File: src/rtl/core/qam_pkg.sv
// Shared types and constants of the quaternion accumulating multiplier.
`default_nettype none

package qam_pkg;

  // Command codes as they arrive on the input channel.
  localparam logic [2:0] CMD_LOAD = 3'd0;
  localparam logic [2:0] CMD_RMUL = 3'd1;
  localparam logic [2:0] CMD_LMUL = 3'd2;
  localparam logic [2:0] CMD_SQR  = 3'd3;
  localparam logic [2:0] CMD_CONJ = 3'd4;
  localparam logic [2:0] CMD_NEG  = 3'd5;

  // Depth of the queue between the decode stage and the execute stage.
  localparam int unsigned QUEUE_DEPTH = 2;

  // Decoded operation, one-hot.
  typedef enum logic [6:0] {
    OP_LOAD = 7'b0000001,
    OP_RMUL = 7'b0000010,
    OP_LMUL = 7'b0000100,
    OP_SQR  = 7'b0001000,
    OP_CONJ = 7'b0010000,
    OP_NEG  = 7'b0100000,
    OP_KEEP = 7'b1000000
  } op_e;

  typedef struct packed {
    logic        [2:0]  cmd;
    logic signed [15:0] in_w;
    logic signed [15:0] in_x;
    logic signed [15:0] in_y;
    logic signed [15:0] in_z;
  } in_item_t;

  typedef struct packed {
    logic signed [15:0] out_w;
    logic signed [15:0] out_x;
    logic signed [15:0] out_y;
    logic signed [15:0] out_z;
    logic               saturated;
  } out_item_t;

  typedef struct packed {
    logic signed [15:0] w;
    logic signed [15:0] x;
    logic signed [15:0] y;
    logic signed [15:0] z;
  } quat16_t;

  // One decoded command as it waits in the queue.
  typedef struct packed {
    op_e     op;
    quat16_t opnd;
  } entry_t;

endpackage

`default_nettype wire

File: src/rtl/core/qam_front.sv
// Decode stage: accepts input transfers and turns the command into a one-hot operation.
`default_nettype none

module qam_front
  import qam_pkg::*;
(
  input  wire logic     clk_i,
  input  wire logic     rst_ni,
  input  wire logic     in_valid_i,
  output      logic     in_ready_o,
  input  wire in_item_t in_data_i,
  output      logic     dec_valid_o,
  input  wire logic     dec_ready_i,
  output      entry_t   dec_data_o
);

  logic   valid_q, valid_d;
  entry_t entry_q;
  entry_t entry_d;
  logic   take;

  // Nothing is taken while reset is held.
  assign in_ready_o = rst_ni && (!valid_q || dec_ready_i);
  assign take       = in_valid_i && in_ready_o;

  always_comb begin
    entry_d.opnd.w = in_data_i.in_w;
    entry_d.opnd.x = in_data_i.in_x;
    entry_d.opnd.y = in_data_i.in_y;
    entry_d.opnd.z = in_data_i.in_z;
    case (in_data_i.cmd)
      CMD_LOAD: entry_d.op = OP_LOAD;
      CMD_RMUL: entry_d.op = OP_RMUL;
      CMD_LMUL: entry_d.op = OP_LMUL;
      CMD_SQR:  entry_d.op = OP_SQR;
      CMD_CONJ: entry_d.op = OP_CONJ;
      CMD_NEG:  entry_d.op = OP_NEG;
      default:  entry_d.op = OP_KEEP;
    endcase
  end

  always_comb begin
    valid_d = valid_q;
    if (take) begin
      valid_d = 1'b1;
    end else if (dec_ready_i) begin
      valid_d = 1'b0;
    end
  end

  always_ff @(posedge clk_i or negedge rst_ni) begin
    if (!rst_ni) begin
      valid_q <= 1'b0;
    end else begin
      valid_q <= valid_d;
    end
  end

  always_ff @(posedge clk_i) begin
    if (take) begin
      entry_q <= entry_d;
    end
  end

  assign dec_valid_o = valid_q;
  assign dec_data_o  = entry_q;

endmodule

`default_nettype wire

File: config.mk
export PLATFORM = sky130hd
export DESIGN_NAME = qam_front
export DESIGN_NICKNAME = d
export VERILOG_FILES = /design/src/rtl/core/qam_pkg.sv /design/src/rtl/core/qam_front.sv
export SDC_FILE = /design/constraint.sdc
export NUM_CORES = 1
export LEC_CHECK = 0
export ABC_AREA = 1
export BUFFER_PORTS_ARGS = -buffer_cell sky130_fd_sc_hd__buf_2
export CAP_MARGIN = 20
export CORE_MARGIN = 5
export CORE_UTILIZATION = 44
export DETAILED_ROUTE_END_ITERATION = 8
export PLACE_DENSITY = 0.92
export SLEW_MARGIN = 15
export SYNTH_ARGS = -nofsm -noshare
export SYNTH_HDL_FRONTEND = slang
export SYNTH_SLANG_ARGS = --single-unit
File: constraint.sdc
create_clock -name clk_i -period 11.25 [get_ports clk_i]
set_input_delay 2.25 -clock clk_i [delete_from_list [all_inputs] [get_ports clk_i]]
set_output_delay 2.25 -clock clk_i [all_outputs]
set_load 0.02 [all_outputs]
==> reports/results.txt <==
Inst Count DP: 305
Flops & latches, synth: 72
CTS tree: done
Final Critical Period: 5.01 ns
Via count: 1389
Post-synth cell types: 9
Max Slew Vio Count: 0
Post-CTS Hold Buffers: 0
Mux cell area share after synthesis: 0
Top-Level Pins: 144
Detailed Routing Iterations Pass 1: 4
First-pass GRT wire length: 6980 um
Count of input and output buffers: 143
Final GP Congestion: 0.718
Cells after Synth: 91
Setup Buffers After CTS: 0
Compound-Gate Fraction of Synth Area: 0.00223
Area share of fa/ha/maj cells after synthesis: 0
Period utilization: 0.445
DP Area: 0.00306 mm^2
Crit start category: input pin
RSZ-0062 raised after global routing: no
Simple-gate share of the synthesized area: 0.0223
Area delta synth->final: 44.9%
Max Fanout on Critical Path: 2
Hold Startpoint: dec_valid_o$_DFFE_PN0P_
PD cells: 168 mW/mm^2
Reg2reg start: dec_valid_o$_DFFE_PN0P_
Fmax: 0.200 GHz
Max_cap viols: 0
Share of cells above drive strength 1: 0.649
Initial Utilization: 0.445
Initial DRC count: 62
Final HPWL DP: 3900 um
Place WS: 6.25 ns
Finished Cell Area: 0.00325 mm^2
Wire per inst: 15.4 um
Largest family of logic cells by synthesized area: simple AND/OR/NAND/NOR gates
Final #Nets: 317
Total Power: 0.000545 W
Slew HR: 0.439
Diode count: 0
Setup crit start: dec_ready_i
WP data required: 9.00 ns
Root Buffer: clkbuf_8
Status: finished clean
GRT Overall Usage: 0.151
Total core area: 0.00504 mm^2
Non-filler cells, final: 321
Row count: 26
Leak: 1.40 nW
Count leader, synth: edfxtp_1
Synth Area in XOR/XNOR: 0
Die ar.: 0.00662 mm^2
CP Capture Type: output pin
Longest Clk Path Bufs: 2
Clock latency on the worst-skew pair: 0.33 ns
Area share of the largest cell type after synthesis: 0.951
Peak VDD IR: 105 uV
Max H-tree Level: 3
Final setup fails: 0
Die X: 81.4 um
Arrival time at the worst endpoint: 2.76 ns
Hold WC Path Type: flop to flop
Antenna violations before repair: 0
Ys async rst share: 0.0139
Total CTS buffers: 9
Vias in the first global route: 1457
Clock Skew: 0.00853 ns
Synth top area cells: edfxtp_1 95%, dfrtp_1 1.1%, nor3_1 1.1%, inv_1 1.0%, nand2_1 0.50%
Worst slew pin tran: 0.842 ns
Crit path kind: input pin to output pin
Final Hold Vio Count: 0
GRT overflow: 0
Post-synth top cells: 71 x edfxtp_1, 6 x inv_1, 5 x nor3_1
Mapped Nets: 162
CTS-repair resized insts: 0
Ys Warns: 0
Number of synthesized flops with an enable pin: 71
TNS Setup: 0 ns
Setup WS post-layout: 6.24 ns
Die H: 81.4 um
Antenna viol nets, final: 0
CTS sink count: 72
Fillcell total: 350
Main synth FF type: edfxtp_1
Largest net degree at the start of global routing: 72
Netlist Area Pre-Place: 0.00224 mm^2
Post-synthesis sequential area ratio: 0.962
Top cell type by total area after synthesis: edfxtp_1
Total Routed Length: 4930 um
# DRC: 0
Syn Area/Cell: 24.6 um^2
Worst-path clk slew: 0.07 ns
Vias per cell: 4.33
[worst max-delay path, stage by stage]
cell and delay (ns):
buf_2 0.10, inv_1 0.04, nand2_1 0.05, nand2_1 0.12, inv_1 0.05, buf_2 0.15
[final timing paths]
| kind | end | slack [ns] | cells after the start |
|---|---|---|---|
| hold reg to reg | dec_valid_o$_DFFE_PN0P_ | 0.52 | 2 |
| setup reg to reg | dec_data_o[8]$_DFFE_PP_ | 9.53 | 4 |
| hold / removal | dec_valid_o$_DFFE_PN0P_ | 0.52 | 2 |
| max in group asynchronous | dec_valid_o$_DFFE_PN0P_ | 9.46 | 1 |
| min in group asynchronous | dec_valid_o$_DFFE_PN0P_ | 1.69 | 1 |
| setup / recovery | in_ready_o | 6.24 | 6 |
[cells by family (layout without fill, tap and decap cells)]
group	Yosys count	in the layout
DFF	72	72
and+or+nand+nor	10	10
buffers and inverters	8	168
AOI/OAI and AO/OA	1	1
[flip-flops by register name, summed over array words and instances, names as in the netlist]
name,flops
dec_data_o,71
dec_valid_o,1
[metal layers]
metal  vias to the layer above  share of wire  wire, um  track usage
li1                        661              -         -            -
met1                       619           0.31      1530        0.141
met2                        98           0.49      2390        0.232
met3                        11           0.18       896        0.115
met4                         0          0.022       108       0.0912
met5                         -              0         0            0
[per-stage QoR]
step | hold slack, ns | utilization
floorplan | 0.616 | -
finish | 0.521 | 0.644
CTS | 0.523 | 0.644
global placement | 0.491 | 0.607
global route | 0.588 | 0.644
detailed placement | 0.503 | 0.607
[layout by cell type, fill, tap and decap left out]
master and instances:
nor3_2 1, nand2_1 3, nor2_4 1, edfxtp_1 71, clkinvlp_4 2, buf_2 143, clkinv_2 3, inv_1 6
buf_4 1, inv_2 2, o21ai_1 1, dfrtp_1 1, clkbuf_1 1, clkbuf_8 9, bufinv_16 1, nor3_1 5
[layout make-up]
type / instances / area [um^2] / area share
Clock inverter: 6 / 60.1 / 0.0185
Clock buffer: 10 / 128 / 0.0393
Multi-Input combinational cell: 11 / 62.6 / 0.0193
Sequential cell: 72 / 2160 / 0.664
Inverter: 8 / 30.0 / 0.00924
Timing Repair Buffer: 144 / 723 / 0.223
Tap cell: 70 / 87.6 / 0.0270
[report_power, final]
part	internal, W	total [W]	switching (W)
Combinational	0.0000165	0.0000450	0.0000285
Sequential	0.000308	0.000311	0.00000242
Clock	0.000101	0.000189	0.0000882
Total	0.000426	0.000545	0.000119
Note: power is estimated with default switching activity, not from simulation.
