===== src/rtl/core/qam_pkg.sv =====
// Shared types and constants of the quaternion accumulating multiplier.
`default_nettype none

package qam_pkg;

  // Command codes as they arrive on the input channel.
  localparam logic [2:0] CMD_LOAD = 3'd0;
  localparam logic [2:0] CMD_RMUL = 3'd1;
  localparam logic [2:0] CMD_LMUL = 3'd2;
  localparam logic [2:0] CMD_SQR  = 3'd3;
  localparam logic [2:0] CMD_CONJ = 3'd4;
  localparam logic [2:0] CMD_NEG  = 3'd5;

  // Depth of the queue between the decode stage and the execute stage.
  localparam int unsigned QUEUE_DEPTH = 2;

  // Decoded operation, one-hot.
  typedef enum logic [6:0] {
    OP_LOAD = 7'b0000001,
    OP_RMUL = 7'b0000010,
    OP_LMUL = 7'b0000100,
    OP_SQR  = 7'b0001000,
    OP_CONJ = 7'b0010000,
    OP_NEG  = 7'b0100000,
    OP_KEEP = 7'b1000000
  } op_e;

  typedef struct packed {
    logic        [2:0]  cmd;
    logic signed [15:0] in_w;
    logic signed [15:0] in_x;
    logic signed [15:0] in_y;
    logic signed [15:0] in_z;
  } in_item_t;

  typedef struct packed {
    logic signed [15:0] out_w;
    logic signed [15:0] out_x;
    logic signed [15:0] out_y;
    logic signed [15:0] out_z;
    logic               saturated;
  } out_item_t;

  typedef struct packed {
    logic signed [15:0] w;
    logic signed [15:0] x;
    logic signed [15:0] y;
    logic signed [15:0] z;
  } quat16_t;

  // One decoded command as it waits in the queue.
  typedef struct packed {
    op_e     op;
    quat16_t opnd;
  } entry_t;

endpackage

`default_nettype wire


===== src/rtl/core/qam_queue.sv =====
// Small register queue between the decode stage and the execute stage.
`default_nettype none

module qam_queue
  import qam_pkg::*;
#(
  parameter int unsigned DEPTH = 2
) (
  input  wire logic   clk_i,
  input  wire logic   rst_ni,
  input  wire logic   push_valid_i,
  output      logic   push_ready_o,
  input  wire entry_t push_data_i,
  output      logic   pop_valid_o,
  input  wire logic   pop_ready_i,
  output      entry_t pop_data_o
);

  localparam int unsigned AW = (DEPTH > 1) ? $clog2(DEPTH) : 1;
  localparam int unsigned CW = $clog2(DEPTH + 1);

  entry_t          mem_q [DEPTH];
  logic [AW-1:0]   wr_ptr_q, wr_ptr_d;
  logic [AW-1:0]   rd_ptr_q, rd_ptr_d;
  logic [CW-1:0]   count_q, count_d;
  logic            push, pop;

  assign push_ready_o = (count_q != CW'(DEPTH));
  assign pop_valid_o  = (count_q != '0);
  assign push         = push_valid_i && push_ready_o;
  assign pop          = pop_valid_o && pop_ready_i;
  assign pop_data_o   = mem_q[rd_ptr_q];

  always_comb begin
    wr_ptr_d = wr_ptr_q;
    rd_ptr_d = rd_ptr_q;
    count_d  = count_q;
    if (push) begin
      wr_ptr_d = (wr_ptr_q == AW'(DEPTH - 1)) ? '0 : AW'(wr_ptr_q + 1'b1);
    end
    if (pop) begin
      rd_ptr_d = (rd_ptr_q == AW'(DEPTH - 1)) ? '0 : AW'(rd_ptr_q + 1'b1);
    end
    if (push && !pop) begin
      count_d = CW'(count_q + 1'b1);
    end else if (pop && !push) begin
      count_d = CW'(count_q - 1'b1);
    end
  end

  always_ff @(posedge clk_i or negedge rst_ni) begin
    if (!rst_ni) begin
      wr_ptr_q <= '0;
      rd_ptr_q <= '0;
      count_q  <= '0;
    end else begin
      wr_ptr_q <= wr_ptr_d;
      rd_ptr_q <= rd_ptr_d;
      count_q  <= count_d;
    end
  end

  always_ff @(posedge clk_i) begin
    if (push) begin
      mem_q[wr_ptr_q] <= push_data_i;
    end
  end

  // The fill count never passes the depth.
  a_count_bound: assert property (@(posedge clk_i) disable iff (!rst_ni)
    count_q <= CW'(DEPTH))
    else $error("queue fill count exceeds depth");

  // Pointers can only differ while entries are held.
  a_ptr_match: assert property (@(posedge clk_i) disable iff (!rst_ni)
    (count_q == '0) |-> (wr_ptr_q == rd_ptr_q))
    else $error("queue pointers disagree while empty");

  // The oldest entry does not change while it waits to be taken.
  a_head_stable: assert property (@(posedge clk_i) disable iff (!rst_ni)
    (pop_valid_o && !pop_ready_i) |=> $stable(pop_data_o))
    else $error("queue head changed while waiting");

endmodule

`default_nettype wire


===== config.mk =====
export PLATFORM = sky130hd
export DESIGN_NAME = qam_queue
export DESIGN_NICKNAME = d
export VERILOG_FILES = /design/src/rtl/core/qam_pkg.sv /design/src/rtl/core/qam_queue.sv
export SDC_FILE = /design/constraint.sdc
export NUM_CORES = 1
export LEC_CHECK = 0
export BUFFER_PORTS_ARGS = -buffer_cell sky130_fd_sc_hd__buf_2
export CAP_MARGIN = 30
export CORE_MARGIN = 4
export CORE_UTILIZATION = 50
export CTS_CLUSTER_DIAMETER = 50
export DETAILED_ROUTE_END_ITERATION = 8
export PLACE_DENSITY = 0.76
export SKIP_LAST_GASP = 1
export SYNTH_ARGS = -nofsm -noshare
export SYNTH_HDL_FRONTEND = slang
export SYNTH_SLANG_ARGS = --single-unit

===== constraint.sdc =====
create_clock -name clk_i -period 4.88 [get_ports clk_i]
set_input_delay 0.244 -clock clk_i [delete_from_list [all_inputs] [get_ports clk_i]]
set_output_delay 0.244 -clock clk_i [all_outputs]
set_load 0.005 [all_outputs]

==> results.rst <==
.. list-table::
   :header-rows: 1

   * - Metric
     - Value
   * - Result of the run
     - completed
   * - Post-layout nets
     - roughly 480
   * - Clock slew seen by the registers of the worst setup and hold paths
     - 60 ps
   * - Residual antenna-violating net count after detailed routing
     - 0
   * - Final Non-Filler Cells
     - 554
   * - Area Overhead vs Synth
     - 26.4%
   * - Highest net fanout along the worst path
     - 41
   * - Post-route fraction of the period consumed by the critical path
     - 56.0%
   * - Wirelength per Cell
     - 17.2 um
   * - Worst-skew pair later-pin latency
     - just over 400 ps
   * - Internal power consumption
     - 3370 uW
   * - Switching power of the nets
     - 1130 uW
   * - Worst Hold Slack
     - roughly 22 ps
   * - Total vias in the final route
     - 2750
   * - Gate Count Post-Synth
     - roughly 240
   * - Cell area after technology mapping
     - between 0.005 and 0.006 mm^2
   * - Power consumption
     - 4500 uW
   * - Final worst clock skew
     - 9.55 ps
   * - Number of top-level pins
     - 148
   * - Router iterations before antenna repair
     - 4
   * - Maximum number of pins on one net before global-route repair
     - a little over 70
   * - Starting utilization of the core area
     - 51.6%
   * - Fraction of the yosys area taken by sequential cells
     - 77.0%
   * - CP endpoint kind
     - primary output
   * - Antenna violations before repair
     - 1
   * - Relative slew slack
     - 49.4%
   * - TritonCTS clock tree
     - built
   * - Clock sink count
     - 146
   * - Transition at the pin with the smallest max-transition slack
     - ~760 ps
   * - Die ar.
     - 0.0131 mm^2
   * - Max IR drop VDD
     - approximately 480 uV
   * - Max-slew violation count
     - 0
   * - Leading cell type in the layout, fill and taps excluded
     - sky130_fd_sc_hd__buf_2
   * - Synth Warn #
     - 0
   * - Minimum clock period after layout
     - approximately 2700 ps
   * - Setup crit start kind
     - flip-flop
   * - GP Congestion
     - 0.678
   * - Switching portion of total power
     - 25.1%
   * - Antenna diode count
     - 0
   * - Commonest non-fill, non-tap cells in the layout
     - sky130_fd_sc_hd__buf_2 (147), sky130_fd_sc_hd__edfxtp_1 (142), sky130_fd_sc_hd__mux2_4 (69)
   * - H-tree Lvls
     - 4
   * - Flip-flop and latch count after synthesis
     - 146
   * - Least setup slack across all paths after layout
     - 2150 ps
   * - Maximum operating frequency
     - 366 MHz
   * - Final HPWL from detailed placement
     - 6.33 mm
   * - Distinct cell type count of the synthesized netlist
     - 15
   * - Die Y-Extent
     - around 110 um
   * - Post-Syn Area per Cell
     - between 20 and 25 um^2
   * - Residual DRC
     - 0
   * - Max-cap violations
     - 0
   * - Aggregate routed wire length
     - 9.54 mm
   * - Gr usage total
     - 14.9%
   * - Placed instance count
     - 520
   * - Finish-stage setup viols
     - 0
   * - Hold Violations, Final
     - 0
   * - Worst setup path category
     - flip-flop to primary output
   * - Combinational group share of total power
     - around a quarter
   * - DR vias/cell
     - 4.96
   * - Die Width
     - about 110 um
   * - Sequential fraction of design power
     - about two fifths
   * - Worst EP arrival
     - 2490 ps
   * - Worst min-delay path class
     - input port to flip-flop
   * - Iteration-0 DRC Markers
     - 104
   * - Share of cells above drive strength 1
     - 61.4%
   * - Count of buffers from port buffering
     - 147
   * - Setup repair after global routing missed its margin
     - false
   * - Required time of the worst setup path
     - 4640 ps
   * - Clock network fraction of design power
     - 32.0%
   * - Count of standard-cell rows
     - 38
   * - Final sum of negative setup slack
     - 0 ps
   * - Number of CTS-inserted buffers
     - 17
   * - Global-route wire length before repair
     - 14.5 mm
   * - Congestion Overflow GR
     - 0
   * - Pwr per Cell Area
     - 628 mW/mm^2
   * - Core footprint
     - 0.0110 mm^2
   * - Maximum root-to-sink buffer count
     - 2
   * - Post-placement setup slack
     - 2440 ps
   * - Post-Synthesis Net Count
     - 315
   * - Clock Tree Root
     - sky130_fd_sc_hd__clkbuf_16
   * - Vias in the first global route
     - roughly 2900
   * - Leakage dissipation
     - 0.00291 uW
-- path summary, 6_finish.rpt --
kind                                               end  cells past startpoint                   start  slack, ps
worst min register to register  count_q[1]$_DFFE_PN0P_                      1  count_q[1]$_DFFE_PN0P_        530
worst min-delay path            mem_q[0][48]$_DFFE_PP_                      1         push_data_i[48]         20
min in group asynchronous         wr_ptr_q$_DFFE_PN0P_                      2                  rst_ni        180
worst max-delay path                    pop_data_o[18]                      3    rd_ptr_q$_DFFE_PN0P_       2150
max in group asynchronous         rd_ptr_q$_DFFE_PN0P_                      2                  rst_ni       4570
worst max register to register  mem_q[0][36]$_DFFE_PP_                      4  count_q[0]$_DFFE_PN0P_       2470
-- worst max-delay path, stage by stage (launching register included) --
cell,delay (ps)
sky130_fd_sc_hd__dfrtp_4,930
sky130_fd_sc_hd__buf_4,620
sky130_fd_sc_hd__mux2_4,360
sky130_fd_sc_hd__buf_2,130
-- power groups by stage --
stage / registers, uW / clock network, uW / logic (uW)
global placement: 1900 / 0 / 1160
CTS: 1900 / 1470 / 1180
floorplan: 1820 / 0 / 956
detailed placement: 1920 / 0 / 1180
finish: 1890 / 1440 / 1170
global route: 1910 / 1530 / 1260
-- cells in the mapped netlist --
library cell	count	area share [%]
sky130_fd_sc_hd__and3_1	1	0.11
sky130_fd_sc_hd__nor2_1	2	0.13
sky130_fd_sc_hd__nand2_1	2	0.13
sky130_fd_sc_hd__ha_1	1	0.22
sky130_fd_sc_hd__xor2_1	2	0.31
sky130_fd_sc_hd__mux2_2	2	0.40
sky130_fd_sc_hd__buf_12	7	2.5
sky130_fd_sc_hd__xnor2_1	3	0.46
sky130_fd_sc_hd__nand2b_1	1	0.11
sky130_fd_sc_hd__dfrtp_1	4	1.8
sky130_fd_sc_hd__inv_1	1	0.066
sky130_fd_sc_hd__or2_1	1	0.11
sky130_fd_sc_hd__mux2_4	69	18
sky130_fd_sc_hd__edfxtp_1	142	75
sky130_fd_sc_hd__buf_6	1	0.20
-- per-layer routing --
metal,wire [um],global-route usage (%)
met1,3650,16.1
met2,5110,26.0
met3,636,5.29
met4,138,7.13
met5,13,0
-- logic make-up (layout without fill, tap and decap cells) --
family                     Yosys count  in the layout  synth area share [%]
muxes                               71             71                  18.7
DFF                                146            146                  77.0
and+or+nand+nor                      7              7                 0.596
buffers and inverters                9            184                  2.74
xor gates and xnor gates             5              5                 0.773
adders and majority gates            1              1                 0.221
-- flip-flops by register name, summed over array words and instances, names as in the netlist --
| name | flops |
|---|---|
| count_q | 2 |
| rd_ptr_q | 1 |
| mem_q | 142 |
| wr_ptr_q | 1 |
-- metrics by stage --
stage	utilization [%]	instance area (um^2)
after floorplan	-	5670
after global placement	58.8	6460
after detailed placement	58.8	6460
after CTS	65.0	7130
after global routing	65.2	7160
final	65.2	7160
-- final cells by class --
type | count | area (um^2)
Clock buffer | 19 | 433
Clock inverter | 13 | 233
Fill cell | 762 | 3820
Inverter | 1 | 3.75
Multi-Input combinational cell | 84 | 1160
Sequential cell | 146 | 4370
Tap cell | 140 | 175
Timing Repair Buffer | 151 | 788
-- repair_timing --
action | in CTS | in global routing
hold buffers | 1 | 0
gates resized for setup | 0 | 0
setup buffers | 0 | 0
endpoints found under the hold margin | 4 | 0
Power figures use the tool's default switching activity.
